File: src/sv/dlh_pkg.sv
// Package for the line hull maximum block: item, carry and state types.
// No dependencies; used by dlh_cell and dynamic_line_hull_max_query.
package dlh_pkg;

    localparam int LineCapacityDefault = 64;

    localparam int SlopeW  = 24;
    localparam int IcptW   = 47;
    localparam int CoordW  = 24;
    localparam int ValueW  = 48;
    localparam int InDataW = 96;   // 95 bits of fields, zero filled to bytes
    localparam int InUserW = 1;
    localparam int OutDataW = 48;
    localparam int OutUserW = 2;

    // operation codes
    localparam logic OP_INSERT = 1'b0;
    localparam logic OP_QUERY  = 1'b1;

    // item held for the whole walk and broadcast to every cell
    typedef struct packed {
        logic                     op;
        logic signed [SlopeW-1:0] slope;
        logic signed [IcptW-1:0]  intercept;
        logic signed [CoordW-1:0] query_x;
    } item_t;

    // token handed from cell to cell
    typedef struct packed {
        logic                     valid;
        logic                     hit;      // query: line seen; insert: slope matched
        logic signed [ValueW-1:0] best;
        logic                     free_ok;  // insert: a free entry was found
    } carry_t;

    typedef enum logic [2:0] {
        ST_IDLE,
        ST_MUL,
        ST_ADD,
        ST_INJECT,
        ST_WALK,
        ST_WRITE,
        ST_DONE
    } state_t;

endpackage

File: src/sv/dlh_cell.sv
// One line cell of the hull chain: stores a line, evaluates it at the broadcast x
// and updates the passing token. Depends on dlh_pkg.
module dlh_cell #(
    parameter int LINE_CAPACITY = dlh_pkg::LineCapacityDefault,
    parameter int INDEX         = 0
) (
    input  logic                             clk,
    input  logic                             rst_n,
    input  dlh_pkg::item_t                   item,
    input  logic                             wr_en,
    input  logic [$clog2(LINE_CAPACITY)-1:0] wr_idx,
    input  dlh_pkg::carry_t                  carry_in,
    input  logic [$clog2(LINE_CAPACITY)-1:0] free_idx_in,
    output dlh_pkg::carry_t                  carry_out,
    output logic [$clog2(LINE_CAPACITY)-1:0] free_idx_out
);
    import dlh_pkg::*;

    localparam int IdxW = $clog2(LINE_CAPACITY);
    localparam logic [IdxW-1:0] MyIdx = IdxW'(INDEX);

    logic                     used_reg;
    logic signed [SlopeW-1:0] slope_reg;
    logic signed [IcptW-1:0]  icpt_reg;
    logic signed [ValueW-1:0] prod_reg;
    logic signed [ValueW-1:0] prod_next;
    logic signed [ValueW-1:0] value_reg;
    logic signed [ValueW-1:0] value_next;
    carry_t                   carry_reg;
    carry_t                   carry_next;
    logic [IdxW-1:0]          free_idx_reg;
    logic [IdxW-1:0]          free_idx_next;
    logic                     slope_match;
    logic                     load_line;
    logic                     raise_icpt;

    // evaluate the stored line at the broadcast x, one register per step
    assign prod_next  = ValueW'($signed(slope_reg)) * ValueW'($signed(item.query_x));
    assign value_next = prod_reg + ValueW'($signed(icpt_reg));

    assign slope_match = used_reg && (slope_reg == item.slope);
    assign load_line   = wr_en && (wr_idx == MyIdx);
    assign raise_icpt  = carry_in.valid && (item.op == OP_INSERT) && slope_match
                         && (item.intercept > icpt_reg);

    // update the token as it passes this cell
    always_comb
    begin
        carry_next    = carry_in;
        free_idx_next = free_idx_in;
        if (carry_in.valid)
        begin
            if (item.op == OP_QUERY)
            begin
                if (used_reg && (!carry_in.hit || value_reg > carry_in.best))
                begin
                    carry_next.hit  = 1'b1;
                    carry_next.best = value_reg;
                end
            end
            else
            begin
                if (slope_match)
                begin
                    carry_next.hit = 1'b1;
                end
                else if (!used_reg && !carry_in.free_ok)
                begin
                    carry_next.free_ok = 1'b1;
                    free_idx_next      = MyIdx;
                end
            end
        end
    end

    // hold the token and the valid bit
    always_ff @(posedge clk or negedge rst_n)
    begin
        if (!rst_n)
        begin
            carry_reg <= '0;
            used_reg  <= 1'b0;
        end
        else
        begin
            carry_reg <= carry_next;
            if (load_line)
            begin
                used_reg <= 1'b1;
            end
        end
    end

    // payload: free index, line store and evaluation pipeline
    always_ff @(posedge clk)
    begin
        free_idx_reg      <= free_idx_next;
        prod_reg          <= prod_next;
        value_reg         <= value_next;
        if (load_line)
        begin
            slope_reg <= item.slope;
            icpt_reg  <= item.intercept;
        end
        else if (raise_icpt)
        begin
            icpt_reg <= item.intercept;
        end
    end

    assign carry_out    = carry_reg;
    assign free_idx_out = free_idx_reg;

endmodule

File: config.mk
export PLATFORM = sky130hd
export DESIGN_NAME = dlh_cell
export DESIGN_NICKNAME = d
export VERILOG_FILES = /design/src/sv/dlh_pkg.sv /design/src/sv/dlh_cell.sv
export SDC_FILE = /design/constraint.sdc
export NUM_CORES = 2
export LEC_CHECK = 0
export CAP_MARGIN = 20
export CORE_ASPECT_RATIO = 1.4
export CORE_MARGIN = 2
export CORE_UTILIZATION = 60
export DETAILED_ROUTE_END_ITERATION = 10
export DONT_BUFFER_PORTS = 1
export PLACE_DENSITY = 0.76
export SLEW_MARGIN = 20
export SYNTH_ARGS = -nofsm -noshare
export SYNTH_HDL_FRONTEND = slang
export SYNTH_SLANG_ARGS = --single-unit
export TNS_END_PERCENT = 5
File: constraint.sdc
create_clock -name clk -period 12.5 [get_ports clk]
set_clock_uncertainty 0.05 [all_clocks]
set_input_delay 2.5 -clock clk [delete_from_list [all_inputs] [get_ports clk]]
set_output_delay 2.5 -clock clk [all_outputs]
set_load 0.1 [all_outputs]
### Word-level counts from Yosys, hierarchy flattened

Index checks and enable logic that the tools add are counted.

* add/sub/neg operators: 1
* multiply operators: 1
* $lt $le $gt $ge: 2
* eq/ne operators: 1
* mux-type cells: 14
* bitwise operators: 1
* reduce and logical (&&, ||, !) cells: 13

Operator list (number)
* 2-to-1 mux 47 bit: 2
* 2-to-1 mux 50 bit: 1
* 2-to-1 mux 49 bit: 1
* adder 48 x 47 -> 48 bit: 1
* greater-than comparator 48 bit: 1
* multiplier 24 x 24 -> 48 bit: 1
* 2-to-1 mux 48 bit: 1
* greater-than comparator 47 bit: 1
* == test 24 bit: 1
* 2-to-1 mux 6 bit: 4
* logical AND 1 bit: 7
* logical NOT 6 bit: 1
* 2-to-1 mux 1 bit: 5
* logical NOT 1 bit: 3
* nonzero test 2 bit: 1
* logical OR 1 bit: 1
* NOT 1 bit: 1

* bits in registers: 225
* bits of input ports: 162
* output and inout port bits: 57
* logic and storage cells: 43

### Depth between registers and ports, before layout

* word-level depth: 6
* depth in mapped cells: 27
* mapped depth without buffers: 25

### Least setup slack after synthesis

No wires, ideal clock.

* path type: input -> register
* start: input item[0] (netlist name)
* end: register prod_reg[45]
* library setup time: 0.136 ns
* arrival time: 8.762 ns
* required time: 12.314 ns
* setup slack: 3.552 ns
* stages on the path: 22
* path buffers: 1
* cells stage by stage: clkbuf_1 -> nand2_1 -> inv_1 -> fa_1 -> fa_1 -> inv_1 -> fa_1 -> inv_1 -> fa_1 -> fa_1 -> fa_1 -> fa_1 -> ha_1 -> a21o_1 -> a21o_1 -> a21oi_1 -> o21ai_0 -> a21o_1 -> a21o_1 -> a21oi_1 -> o41ai_1 -> xor2_1

* longest elaborated chain between the ends: 1

Ends and longest elaborated chain
* start: declaration: RTL line dlh_cell.sv:9 `input dlh_pkg::item_t item,`
* multiplier 24 x 24 -> 48 bit: RTL line dlh_cell.sv:38 `assign prod_next = ValueW'($signed(slope_reg)) * ValueW'($signed(item.query_x));`
* via prod_next[45]: RTL line dlh_cell.sv:26 `logic signed [ValueW-1:0] prod_next;`
* end signal: assignment: RTL line dlh_cell.sv:98 `prod_reg <= prod_next;`
* end: declaration: RTL line dlh_cell.sv:25 `logic signed [ValueW-1:0] prod_reg;`

The timed path passes the listed nets, and every way through them passes these cells.
A chain may end at the register's enable or synchronous reset.

### Worst setup path after layout

Same ends and word-level chain as after synthesis.

==> impl_metrics.tcl <==
set metrics [dict create \
    postSynthNetCount 4453 \
    multi_input_area_mm2 0.0242 \
    critPathMaxFanout 24 \
    detailed_routing_iterations_pass_1 6 \
    critPathKind "primary input to register" \
    worst_skew_pair.late_latency_ps 550 \
    worstMarginPinSlew_ps 1200 \
    regToRegSetupSlack_ps 4340 \
    max_cap_violations 0 \
    postSynth.asyncResetShare_pct 23.1 \
    maxSlewHeadroom_pct 20.0 \
    globalRoute.totalOverflow 0 \
    n_fill_cell 4403 \
    fin_setup_tns_ps 0 \
    antenna_found_initial 2 \
    finish.utilization_pct 63.3 \
    die-height_um 281 \
    ys_seq_area_share_pct 16.6 \
    min_path_type "register to register" \
    placementRows 101 \
    synth_top_cell_by_area "sky130_fd_sc_hd__fa_1" \
    result_of_the_run "finished, final reports clean" \
    first_global_vias 26200 \
    period_needed_ps 8870 \
    layout-drive-gt1-share_pct 3.53 \
    post_synth_top_area_share_pct 36.9 \
    synthesis_to_layout_area_growth_pct 4.36 \
    maximum_clock_frequency_mhz 113 \
    finalCritPeriodShare_pct 71.0 \
    wirelength_um 84400 \
    critical_path.reg2reg.startpoint "slope_reg[23]" \
    grtUsageTotal_pct 30.5 \
    drt-wirelength-per-cell_um 20.7 \
    clock-root-buffer "sky130_fd_sc_hd__clkbuf_16" \
    antenna_violating_nets_post_route 0 \
    yosysWarningCount 0 \
    largest_register_ff_count 51 \
    gp_congestion 0.985 \
    clock_tree.htree_level_count 1 \
    cts_max_path_buffers 3 \
    report.final.hold_viol_count 0 \
    cts_sinks 225 \
    ys_dominant_reg_cell "sky130_fd_sc_hd__dfxtp_1" \
    cts_inserted_buffers 25 \
    regToRegEndpoint "prod_reg[45]" \
    cp_data_required_time_ps 12870 \
    numPortBuffers 0 \
    cts_hold_repair.buffers 0 \
    clock_tree_from_tritoncts "yes" \
    vias 23400 \
    synth.cell_area_mm2 0.0330 \
    timing.final.max_slew_violations 0 \
    ys_ff_latch 225 \
    post_synthesis_cells 3407 \
    ys_types 72 \
    setup.worst_path.start_class "primary input" \
    detail_route.drc_violations 0 \
    initial_core_util_pct 60.7 \
    fin_worst_hold_slack_ps 442 \
    viasPerCell 5.74 \
    setup_viol_count_final 0 \
    grt_setup_unrepaired "no" \
    worst_hold_path.endpoint "carry_out[43]" \
    holdCritStartpoint "value_reg[42]" \
    hold_path_depth 1 \
    crit_arrival_ps 9240 \
    dr.first_iter.drc_count 1353 \
    seqCellArea_mm2 0.00548 \
    largest_net_degree_at_the_start_of_global_routing 53 \
    detailedPlacementHpwl_um 71000 \
    cts.repair_timing.setup_buffer_count 0 \
    synthTopCellsByArea "sky130_fd_sc_hd__fa_1 37%, sky130_fd_sc_hd__ha_1 10%, sky130_fd_sc_hd__inv_1 8.4%, sky130_fd_sc_hd__edfxtp_1 6.5%, sky130_fd_sc_hd__dfxtp_1 6.2%" \
    fp.coreArea_mm2 0.0543 \
    post_cts_resized 0 \
    critical_path_endpoint_category "register" \
    count_of_flip_flops_with_a_built_in_enable_after_synthesis 71 \
    top_level_ports 219 \
    syn_area_per_cell_um2 9.68 \
    grt_first_pass_wirelength_um 136000 \
    clk_pin_slew_ps 60 \
    final_net_count 4374 \
    ff2ff_path_depth 21 \
    floorplan.die.width_um 202 \
    die_area_mm2 0.0569 \
]
routing by layer:
layer	wire length (um)	share of wire [%]	track usage (%)	vias to the layer above
li1	-	-	-	10400
met1	29900	35	34.1	11800
met2	44900	53	57.3	931
met3	5360	6.4	4.47	237
met4	4160	4.9	13.8	2
met5	14	0.017	0	-
metrics by stage:
| step | area [um^2] | cells | worst slack (ps) |
|---|---|---|---|
| after floorplan | 33000 | 3407 | 3550 |
| after global placement | 33500 | 4020 | 3330 |
| after detailed placement | 33500 | 4020 | 3080 |
| after CTS | 34400 | 4066 | 3660 |
| after global routing | 34400 | 4069 | 3330 |
| final | 34400 | 4070 | 3630 |
critical path: stages:
cell and delay (ps):
sky130_fd_sc_hd__nand2_1 100, sky130_fd_sc_hd__inv_1 130, sky130_fd_sc_hd__fa_1 650, sky130_fd_sc_hd__fa_1 690, sky130_fd_sc_hd__inv_1 200, sky130_fd_sc_hd__fa_1 900, sky130_fd_sc_hd__inv_1 210, sky130_fd_sc_hd__fa_1 500
sky130_fd_sc_hd__fa_1 580, sky130_fd_sc_hd__fa_1 440, sky130_fd_sc_hd__fa_1 440, sky130_fd_sc_hd__ha_1 350, sky130_fd_sc_hd__a21o_1 190, sky130_fd_sc_hd__a21o_1 180, sky130_fd_sc_hd__a21oi_1 150, sky130_fd_sc_hd__o21ai_0 200
sky130_fd_sc_hd__a21o_1 230, sky130_fd_sc_hd__a21o_1 170, sky130_fd_sc_hd__a21oi_1 150, sky130_fd_sc_hd__o41ai_1 110, sky130_fd_sc_hd__xor2_1 150
how the worst max path moves through the flow:
stage,startpoint,end,slack [ps],cells past startpoint
final,item[0],prod_reg[45],3630,21
after global routing,item[0],prod_reg[45],3330,21
after CTS,item[0],prod_reg[45],3660,21
after detailed placement,item[0],prod_reg[45],3080,21
after global placement,item[0],prod_reg[45],3330,21
after floorplan,item[0],prod_reg[45],3550,22
Yosys cell counts (all sizes together), types with 13 or more instances:
cell    instances
inv           742
fa            608
nand2         362
and2          281
ha            276
clkbuf        108
dfxtp         102
a21oi          96
a21o           73
nor2           73
edfxtp         71
xnor2          65
o21ai          64
dfrtp          52
mux2           49
xor2           46
nand4          36
nor3           34
nand3          33
nor2b          33
a211oi         24
nand2b         15
o21bai         15
o21a           14
o211ai         13
cells in the final DEF (no fill, tap or decap), types with 29 or more instances in the layout:
cell type,n
sky130_fd_sc_hd__a21o_1,73
sky130_fd_sc_hd__a21oi_1,95
sky130_fd_sc_hd__and2_1,281
sky130_fd_sc_hd__dfrtp_1,52
sky130_fd_sc_hd__dfxtp_1,102
sky130_fd_sc_hd__edfxtp_1,71
sky130_fd_sc_hd__fa_1,608
sky130_fd_sc_hd__ha_1,276
sky130_fd_sc_hd__inv_1,742
sky130_fd_sc_hd__mux2_2,29
sky130_fd_sc_hd__nand2_1,362
sky130_fd_sc_hd__nand3_1,33
sky130_fd_sc_hd__nand4_1,36
sky130_fd_sc_hd__nor2_1,73
sky130_fd_sc_hd__nor2b_1,33
sky130_fd_sc_hd__nor3_1,31
sky130_fd_sc_hd__o21ai_0,61
sky130_fd_sc_hd__xnor2_1,65
sky130_fd_sc_hd__xor2_1,46
final cells by class:
cell class              instances  share of cell area (%)
diodes                          2                  0.0145
clock buffers                  32                    2.05
clock inverters                14                   0.592
inverters                     742                    8.09
multi-input cells            2321                    70.4
flip-flops and latches        225                    15.9
well taps                     721                    2.62
repair buffers                 13                   0.327
logic make-up after synthesis:
| logic type | after synthesis | share of synthesized area (%) |
|---|---|---|
| compound gates | 361 | 7.21 |
| xor+xnor | 111 | 2.95 |
| buf+inv | 861 | 9.97 |
| mux | 49 | 1.90 |
| simple gates | 916 | 14.0 |
| flops | 225 | 16.6 |
| fa+ha+maj | 884 | 47.4 |
Power is not shown: default switching activity piles up to over one toggle a cycle in this logic, so the estimate is an artifact.
